**config.mk**
```make
export PLATFORM = sky130hd
export DESIGN_NAME = swik_cell
export DESIGN_NICKNAME = d
export VERILOG_FILES = /design/src/assert_macros.svh /design/src/swik_pkg.sv /design/src/swik_cell.sv
export SDC_FILE = /design/constraint.sdc
export NUM_CORES = 1
export LEC_CHECK = 0
export BUFFER_PORTS_ARGS = -buffer_cell sky130_fd_sc_hd__buf_2
export CELL_PAD_IN_SITES_DETAIL_PLACEMENT = 1
export CELL_PAD_IN_SITES_GLOBAL_PLACEMENT = 2
export CORE_MARGIN = 2
export CORE_UTILIZATION = 29
export CTS_CLUSTER_DIAMETER = 100
export DETAILED_ROUTE_END_ITERATION = 16
export GPL_TIMING_DRIVEN = 0
export PLACE_DENSITY_LB_ADDON = 0.1
export SYNTH_ARGS = -nofsm -noshare
export SYNTH_HDL_FRONTEND = slang
export SYNTH_SLANG_ARGS = --single-unit
```
**constraint.sdc**
```tcl
create_clock -name clk -period 3.6 [get_ports clk]
set_input_delay 0.18 -clock clk [delete_from_list [all_inputs] [get_ports clk]]
set_output_delay 0.18 -clock clk [all_outputs]
set_load 0.01 [all_outputs]
```
**src/assert_macros.svh**
```systemverilog
// Assertion macros shared by the swerve kinematics RTL.
// No dependencies; included by files that carry concurrent assertions.
`ifndef ASSERT_MACROS_SVH
`define ASSERT_MACROS_SVH

// Same-cycle implication, disabled during reset.
`define SWIK_ASSERT_IMP(label, clk, rst, ante, cons, msg) \
  label: assert property (@(posedge clk) disable iff (rst) (ante) |-> (cons)) \
    else $error(msg);

// Next-cycle implication, disabled during reset.
`define SWIK_ASSERT_NXT(label, clk, rst, ante, cons, msg) \
  label: assert property (@(posedge clk) disable iff (rst) (ante) |=> (cons)) \
    else $error(msg);

`endif

```
**src/swik_pkg.sv**
```systemverilog
// Package for the swerve wheel kinematics core: cell payload type,
// fixed-point constants and the CORDIC arctangent table. No dependencies.
`timescale 1ns / 1ps

package swik_pkg;

  // One root bit per cell; the chain length follows from the 64-bit radicand.
  localparam int SQRT_CELLS = 32;

  localparam logic [1:0] WHEEL_LF = 2'd0;
  localparam logic [1:0] WHEEL_RF = 2'd1;
  localparam logic [1:0] WHEEL_LB = 2'd2;
  localparam logic [1:0] WHEEL_RB = 2'd3;

  // sqrt(2)/2 in Q32, held as a positive signed value.
  localparam logic signed [32:0] SQRT_HALF_Q32  = 33'sd3037000500;
  // Angles in units of 2^-20 rad.
  localparam logic signed [23:0] PI_Q20         = 24'sd3294199;
  localparam logic signed [23:0] QUARTER_PI_Q20 = 24'sd823550;

  typedef struct packed {
    logic [1:0]         wheel;
    logic               zero;   // a = b = 0
    logic [63:0]        rem;    // radicand minus root squared
    logic [31:0]        root;
    logic signed [33:0] x;
    logic signed [33:0] y;
    logic signed [23:0] z;
  } cell_t;

  function automatic logic signed [23:0] atan_q20(input int i);
    case (i)
      0:       return 24'sd823550;
      1:       return 24'sd486170;
      2:       return 24'sd256879;
      3:       return 24'sd130396;
      4:       return 24'sd65451;
      5:       return 24'sd32757;
      6:       return 24'sd16383;
      7:       return 24'sd8192;
      8:       return 24'sd4096;
      9:       return 24'sd2048;
      10:      return 24'sd1024;
      11:      return 24'sd512;
      12:      return 24'sd256;
      13:      return 24'sd128;
      14:      return 24'sd64;
      15:      return 24'sd32;
      16:      return 24'sd16;
      17:      return 24'sd8;
      18:      return 24'sd4;
      19:      return 24'sd2;
      20:      return 24'sd1;
      default: return 24'sd0;
    endcase
  endfunction

endpackage

```
**src/swik_cell.sv**
```systemverilog
// One cell of the kinematics chain: one restoring square-root bit and, when
// STAGE < CORDIC_STEPS, one CORDIC vectoring step per beat. Depends on swik_pkg.
`timescale 1ns / 1ps

module swik_cell import swik_pkg::*; #(
  parameter int STAGE        = 0,
  parameter int CORDIC_STEPS = 16
) (
  input  logic  clk,
  input  logic  rst,
  input  logic  adv,
  input  logic  in_valid,
  input  cell_t in_data,
  output logic  out_valid,
  output cell_t out_data
);

  localparam int                 BIT  = SQRT_CELLS - 1 - STAGE;
  localparam logic signed [23:0] ATAN = atan_q20(STAGE);

  cell_t              nxt;
  logic [64:0]        trial;
  logic signed [33:0] dx;
  logic signed [33:0] dy;

  always_comb begin
    nxt   = in_data;
    // (root + 2^BIT)^2 - root^2, root has no bits at or below BIT
    trial = (65'(in_data.root) << (BIT + 1)) | (65'd1 << (2 * BIT));
    dx    = $signed(in_data.y) >>> STAGE;
    dy    = $signed(in_data.x) >>> STAGE;
    if (65'(in_data.rem) >= trial) begin
      nxt.rem  = in_data.rem - trial[63:0];
      nxt.root = in_data.root | (32'd1 << BIT);
    end
    if (STAGE < CORDIC_STEPS) begin
      if ($signed(in_data.y) > 34'sd0) begin
        nxt.x = in_data.x + dx;
        nxt.y = in_data.y - dy;
        nxt.z = in_data.z + ATAN;
      end else begin
        nxt.x = in_data.x - dx;
        nxt.y = in_data.y + dy;
        nxt.z = in_data.z - ATAN;
      end
    end
  end

  always_ff @(posedge clk) begin
    if (rst) begin
      out_valid <= 1'b0;
    end else if (adv) begin
      out_valid <= in_valid;
    end
  end

  always_ff @(posedge clk) begin
    if (adv) begin
      out_data <= nxt;
    end
  end

endmodule

```
# --- Word level (Yosys, flattened, before mapping) ---
# Cells that the tools add are included.
op_classes:
  mux: 2
  magnitude_cmp: 2
  addsub: 6
op_table:
  columns: ["operator", "n"]
  rows:
  - ["two-way mux 96 bit", 1]
  - ["two-way mux 92 bit", 1]
  - ["subtractor 34 bit", 2]
  - ["greater-or-equal comparator 64 bit", 1]
  - ["subtractor 64 bit", 1]
  - ["adder 34 bit", 1]
  - ["greater-than comparator 34 x 1 -> 1 bit, second input constant", 1]
  - ["adder 24 x 21 -> 24 bit, second input constant", 1]
  - ["subtractor 24 x 21 -> 24 bit, second input constant", 1]
totals:
  ff_bits: 192
  input_bits: 195
  word_cells: 19
  output_inout_bits: 192

# --- Depth between registers and ports, before layout ---
# Gate-level depths: netlist of the first run.
logic_depth:
  ltp_word: 2
  mapped_depth: 18
  depth_no_buf: 16

# --- Least setup slack after synthesis of the first run ---
# No wires, ideal clock.
synth_timing:
  path_type: "in2reg"
  startpoint: "input port in_data[56] (netlist name)"
  endpoint: "register out_data[23] (netlist name), data pin"
  t_required_ns: 3.340
  stages: 17
  path_buffers: 2
  t_arrival_ns: 3.495
  slack_ns: -0.155
  setup_time_ns: 0.260
  cell_sequence: "nor4_1 -> nand4_1 -> nor2_1 -> a21o_1 -> clkbuf_1 -> clkbuf_1 -> ha_1 -> a21o_1 -> a21oi_1 -> nor2_1 -> a311oi_1 -> o21ai_1 -> a21oi_1 -> a311oi_1 -> a221o_1 -> a21oi_1 -> xnor2_1"
synth_rtl:
  columns: ["element", "line", "rtl"]
  rows:
  - ["from (decl)", "swik_cell.sv:13", "input cell_t in_data,"]
  - ["to (signal assigned)", "swik_cell.sv:59", "out_data <= nxt;"]
  - ["to (decl)", "swik_cell.sv:15", "output cell_t out_data"]

==> flow_metrics.tcl, run 1 <==
set metrics [dict create \
    status "completed" \
    hp-class "input port to flip-flop" \
    synth-simple-area-share_pct 12.55 \
    tns_ns 0 \
    track_usage_pct 22.74 \
    post-route-period-util_pct 96.19 \
    syn-cell-area_um2 14680 \
    drc 0 \
    grt_pass1_wl_um 89970 \
    irDropWorstVdd_uv 378.8 \
    synth_fa_ha_area_share_pct 13.55 \
    power.switching_uw 2812 \
    wl_um 60310 \
    slew-limit-headroom_pct 29.50 \
    rsz0062_at_grt "true" \
    period_needed_ns 3.463 \
    synth_cells 1548 \
    pwr-share-comb_pct 34.3 \
    die_y_um 229.0 \
    clockRootBuffer "clkbuf_16" \
    layout.nets 2406 \
    ys_warn_count 0 \
    synth.mux.area_fraction_pct 1.568 \
    wl_per_cell_um 21.97 \
    cp.arrival_ns 3.73 \
    drive_gt1_share_pct 24.37 \
    fmax_ghz 0.2888 \
    drtAntennaViolNets 0 \
    synth_edf_count 190 \
    area_delta_synth_final_pct 32.11 \
    critPathLaunchType "input port" \
    drtPass1Iterations 5 \
    yosysMostFrequentCell "edfxtp_1" \
    synth_compound_area_share_pct 21.24 \
    p_int_uw 4826 \
    synth_nets 1899 \
    gp_congestion 0.8642 \
    ys_seq_elements 191 \
    synth_top_family_by_area "compound AO/OA/AOI/OAI gates" \
    skew_ns 0 \
    clkSlewWorstSetupHoldPaths_ns 0.09 \
    hold_viol 0 \
    via_count 13740 \
    p_leak_uw 0.008438 \
    yosysSeqAreaShare_pct 39.00 \
    cp.required_ns 3.87 \
    grt_pass1_vias 14370 \
    setup_violations 0 \
    io_buffers 385 \
    htree_levels 4 \
    synth_cell_types 80 \
    synth_top_area_share_pct 38.86 \
    clk_latency_ns 0.51 \
    yosys_most_used_dff "edfxtp_1" \
    cts_made_buffers 17 \
    power_frac_seq_pct 37.8 \
    synth.area.top_cells "edfxtp_1, ha_1, a21oi_1" \
    synthXorXnorAreaFrac_pct 6.742 \
    tightest_slew_ns 1.057 \
    rows 82 \
    cts_buffer_depth 2 \
    r2r_slack_ns 2.43 \
    swShare_pct 36.82 \
    dp_hpwl_um 47190 \
    drv_cap 0 \
    clkPwrFrac_pct 27.9 \
    drt-vias-per-instance 5.007 \
    die_w_um 229.0 \
    cts_tree "done" \
    worstSetupPathType "input port to flip-flop" \
    power.density_nw_per_um2 393.8 \
    core_area_um2 50070 \
    power_uw 7638 \
    overflow 0 \
    synth-async-reset-ratio_pct 0 \
    crit_fanout 8 \
    syn_area_per_cell_um2 9.483 \
    antenna_found_initial 6 \
    start_util_pct 29.32 \
    drtIter0Drc 580 \
    drv_slew 0 \
    worstSetupEndpointType "flip-flop" \
    die-area_um2 52440 \
    synth_common_cells "edfxtp_1, a21oi_1, ha_1, nor2_1, inv_1" \
    io_pins 387 \
    min_path_cells 3 \
    synth_top_area_cell "edfxtp_1" \
    grt_max_degree 104 \
    r2r_cells 3 \
    clkSinkCount 191 \
]
==> worst max-delay path, stage by stage <==
cell and delay, ns:
buf_2 0.13, nor4_4 0.42, nand4_1 0.23, nor2_1 0.14, a21o_1 0.21, clkinvlp_4 0.17
clkbuf_16 0.20, buf_4 0.19, ha_1 0.29, inv_2 0.09, nor2_1 0.07, a311oi_2 0.28
o21ai_2 0.14, a21oi_2 0.24, a311oi_4 0.15, a221o_1 0.35, a21oi_2 0.16, xnor2_1 0.07
==> power groups by stage <==
stage / Combinational [uW] / Sequential (uW) / Clock (uW)
after floorplan: 1290 / 3100 / 0
after detailed placement: 2480 / 2940 / 0
after CTS: 2600 / 2890 / 2190
final: 2620 / 2890 / 2130
after global placement: 2470 / 2940 / 0
after global routing: 2870 / 2920 / 2260
==> sequential cells by signal (all words and copies together) (netlist names) <==
signal	flops
out_data	190
out_valid	1
==> placed cells by master, fill, tap and decap left out, types with 17 or more instances in the layout <==
cell type,Yosys,final
nor3_1,29,29
dlygate4sd3_1,0,90
o21ai_0,64,61
clkbuf_16,0,19
nand2_1,72,72
buf_2,12,396
a21o_1,56,56
nand3_1,22,22
o21bai_1,26,26
xnor2_1,94,94
xor2_1,19,19
inv_1,137,135
clkbuf_1,38,34
nor2_1,147,147
nand4_1,22,22
edfxtp_1,190,190
ha_1,151,149
nor4_1,24,19
o21a_1,17,17
a21oi_1,181,177
==> timing repair <==
item | in CTS | in global routing
endpoints found under the setup margin | 20 | 9
hold endpoints to repair | 89 | 0
buffers inserted | 1 | 11
hold buffers | 90 | 0
resized for setup | 29 | 15
pin swaps | 1 | 13
cloned | 1 | 0
==> cells by family (layout without fill, tap and decap cells) <==
family	count (synthesis)	after routing
adders and majority gates	156	156
xor gates and xnor gates	113	113
buffers and inverters	200	720
and+or+nand+nor	386	386
muxes	22	22
DFF	191	191
other	0	5
AOI/OAI and AO/OA	480	480
==> layout make-up <==
cell class              instances  area (um2)
fillers                      5878       30670
flip-flops and latches        191        5725
multi-input cells            1157        8354
repair buffers                489        2969
clock inverters                15       229.0
diodes                          5       12.51
inverters                     141       533.0
well taps                     672       840.8
plain buffers                  58       305.3
clock buffers                  17       425.4
==> metrics by stage <==
stage | cell area (um2) | setup WS (ns) | util [%] | hold WS (ns) | std cells
after floorplan | 14680 | 0.04146 | - | 0.2524 | 1548
after global routing | 19390 | -0.06428 | 38.73 | 0.03832 | 2743
after CTS | 19210 | -0.01866 | 38.38 | 0.0008865 | 2729
after detailed placement | 17490 | -2.418 | 34.93 | 0.3511 | 2606
final | 19390 | 0.1372 | 38.74 | 0.03902 | 2745
after global placement | 17450 | -2.439 | 34.85 | 0.3399 | 2605
==> metal layers <==
metal	routed length, um	global-route usage (%)
met5	8	0
met3	2272	3.735
met1	26980	28.70
met2	29940	40.11
met4	1108	6.006
==> worst paths after layout <==
kind | from | to
worst max register to register | out_valid$_SDFFE_PP0P_ | out_valid$_SDFFE_PP0P_
worst min register to register | out_valid$_SDFFE_PP0P_ | out_valid$_SDFFE_PP0P_
worst min-delay path | in_data[171] | out_data[171]$_DFFE_PP_
worst max-delay path | in_data[47] | out_data[23]$_DFFE_PP_
Note: power is estimated with default switching activity, not from simulation.
==> inputs of run 2 (changes only) <==
--- a/config.mk
+++ b/config.mk
@@ -5,11 +5,12 @@
 export SDC_FILE = /design/constraint.sdc
 export NUM_CORES = 1
 export LEC_CHECK = 0
+export ABC_AREA = 1
 export BUFFER_PORTS_ARGS = -buffer_cell sky130_fd_sc_hd__buf_2
 export CELL_PAD_IN_SITES_DETAIL_PLACEMENT = 1
 export CELL_PAD_IN_SITES_GLOBAL_PLACEMENT = 2
 export CORE_MARGIN = 2
-export CORE_UTILIZATION = 29
+export CORE_UTILIZATION = 28
 export CTS_CLUSTER_DIAMETER = 100
 export DETAILED_ROUTE_END_ITERATION = 16
 export GPL_TIMING_DRIVEN = 0
==> run 2 against run 1 <==
Final cell count rose by 35%. Maximum frequency increased by 2.8%. Die area increased by 20%. Global-route usage increased by 1.9 points. Sequential share of layout area fell by 3.0 points. Final area rose by 12%. Sequential power is essentially flat. Synthesized area up 16%. Wire length rose by 29%. Sequential cell count unchanged. Synthesized cell count is 55% higher. Critical path type unchanged. Critical endpoint is now out_data[21]$_DFFE_PP_.
==> flow_metrics.tcl, run 2 <==
set metrics [dict create \
    crit_slowest_cell "ha_1" \
    cts_tree "done" \
    skew_ns 0 \
    placed_area_um2 19980 \
    yosys_most_used_dff "edfxtp_1" \
    cp.required_ns 3.85 \
    wl_per_cell_um 21.03 \
    die_w_um 250.6 \
    top_regs "out_data (190), out_valid (1)" \
    slew-limit-headroom_pct 24.19 \
    wl_um 77960 \
    cts_buffer_depth 2 \
    setup_violations 0 \
    status "completed" \
    synth_top_area_cell "edfxtp_1" \
    gp_congestion 0.8921 \
    r2r_slack_ns 2.46 \
    htree_levels 4 \
    worst_r2r_endpoint "out_valid$_SDFFE_PP0P_" \
    die-area_um2 62820 \
    hold_viol 0 \
    drtPass1Iterations 5 \
    grt_pass1_wl_um 116000 \
    crit_chain "buf_2, inv_1, nand4_1, nor3_2, nand4_1, nand2_1, buf_2, buf_8, ha_1, a21oi_1, a21boi_0, nor2_1, nor3_1, nand3_1, xor2_1" \
    area_delta_synth_final_pct 26.98 \
    fmax_ghz 0.2967 \
    core_area_um2 60250 \
    synth.area.top_cells "edfxtp_1, nand2_1, ha_1" \
    yosysSeqAreaShare_pct 33.62 \
    synth-async-reset-ratio_pct 0 \
    antenna_found_initial 4 \
    final_cells 3707 \
    worstSetupEndpointType "flip-flop" \
    grt_pass1_vias 19010 \
    power.density_nw_per_um2 364.8 \
    ys_warn_count 0 \
    n_fill_cell 7615 \
    drt-vias-per-instance 4.829 \
    ys_seq_elements 191 \
    rsz0062_at_grt "false" \
    tns_ns 0 \
    period_needed_ns 3.370 \
    io_pins 387 \
    syn_area_per_cell_um2 7.076 \
    die_y_um 250.6 \
    placed_cells 3576 \
    drive_gt1_share_pct 16.86 \
    clk_latency_ns 0.49 \
    overflow 0 \
    io_buffers 386 \
    drv_cap 0 \
    post-route-period-util_pct 93.61 \
    start_util_pct 28.27 \
    cp.arrival_ns 3.62 \
    cts_made_buffers 17 \
    top_register "out_data" \
    synth_top_area_share_pct 33.50 \
    drtIter0Drc 742 \
    via_count 17900 \
    clkSinkCount 191 \
    crit_fanout 21 \
    final_cell_mix "nand2_1, buf_2, inv_1" \
    r2r_cells 3 \
    drc 0 \
    rows 90 \
    clkSlewWorstSetupHoldPaths_ns 0.08 \
    synth_common_cells "nand2_1, inv_1, nor2_1, nand3_1, edfxtp_1" \
    worstSetupPathType "input port to flip-flop" \
    dp_hpwl_um 65470 \
    cp-startpoint "in_data[52]" \
    layout_commonest_cell "nand2_1" \
    design_area_um2 21630 \
    grt_max_degree 116 \
    drtAntennaViolNets 0 \
    irDropWorstVdd_uv 376.5 \
    critPathLaunchType "input port" \
    whs_ns 0.05356 \
    synth_cell_types 42 \
    max_stage_delay_ns 0.35 \
    clockRootBuffer "clkbuf_16" \
    p_leak_uw 0.01060 \
    layout.nets 3262 \
    yosysMostFrequentCell "nand2_1" \
    cp-endpoint "out_data[21]$_DFFE_PP_" \
    largest_reg_flops 190 \
    drv_slew 0 \
    synth_nets 2758 \
    synth_cells 2407 \
    reg2reg_from "out_valid$_SDFFE_PP0P_" \
    tightest_slew_ns 1.137 \
    track_usage_pct 24.67 \
    synth_edf_count 190 \
    syn-cell-area_um2 17030 \
    hp-class "input port to flip-flop" \
]
-- run 2: final cells by class --
type / instances / area [um2] / area share, %
Sequential cell: 191 / 5725 / 26.47
Tap cell: 782 / 978.4 / 4.524
Multi-Input combinational cell: 1810 / 9716 / 44.92
Inverter: 354 / 1331 / 6.156
Clock inverter: 15 / 212.7 / 0.9835
Clock buffer: 17 / 425.4 / 1.967
Antenna cell: 1 / 2.502 / 0.01157
Buffer: 51 / 275.3 / 1.273
Timing Repair Buffer: 486 / 2960 / 13.69
-- run 2: how the worst min path moves through the flow --
stage / start / to / slack, ns / depth (start not counted)
2_1_floorplan: rst / out_valid$_SDFFE_PP0P_ / 0.25 / 1
3_3_place_gp: rst / out_valid$_SDFFE_PP0P_ / 0.34 / 2
3_5_place_dp: rst / out_valid$_SDFFE_PP0P_ / 0.35 / 2
4_1_cts: in_data[167] / out_data[167]$_DFFE_PP_ / 0.008 / 3
5_1_grt: in_data[167] / out_data[167]$_DFFE_PP_ / 0.03 / 3
6_report: in_data[1] / out_data[1]$_DFFE_PP_ / 0.05 / 2
-- run 2: per-stage QoR --
step	setup WS, ns	total power [uW]	util, %
3_5_place_dp	-1.214	5719	33.16
6_report	0.2301	7889	35.90
5_1_grt	0.01959	8371	35.89
2_1_floorplan	0.5665	4502	-
3_3_place_gp	-1.169	5698	33.10
4_1_cts	0.03646	7990	35.88
-- run 2: timing repair --
action / in CTS / in global routing
buffers inserted: 0 / 0
hold buffers: 99 / 0
pin swaps: 0 / 0
gates resized for setup: 3 / 5
endpoints found under the hold margin: 98 / 0
setup endpoints to repair: 19 / 7
-- run 2: worst max-delay path: cells and delay by family --
kind / cells / cell delay (ns)
simple gates: 7 / 1.45
buf+inv: 4 / 0.84
fa+ha+maj: 1 / 0.35
xor+xnor: 1 / 0.16
compound gates: 2 / 0.61
-- run 2: power breakdown --
group	total [uW]	leakage (uW)	internal, uW	switching, uW
clock network	2140	0.000308	1080	1060
registers	2860	0.00187	2790	72.5
logic	2890	0.00843	963	1930
total	7890	0.0106	4830	3060
-- run 2: logic make-up after synthesis --
kind of cell               Yosys count  synth area share [%]
adders and majority gates          156                 11.68
AOI/OAI and AO/OA                  374                 11.77
DFF                                191                 33.62
and+or+nand+nor                   1204                 29.64
buffers and inverters              406                 9.381
xor gates and xnor gates            75                 3.857
muxes                                1               0.05877
-- run 2: layer usage --
metal / GRT usage [%] / vias to the layer above / part of all wire [%]
met2: 45.17 / 345 / 50
met4: 6.296 / 2 / 2.0
met1: 30.33 / 8576 / 45
met5: 0 / - / 0.017
li1: - / 8922 / -
met3: 3.242 / 56 / 3.1
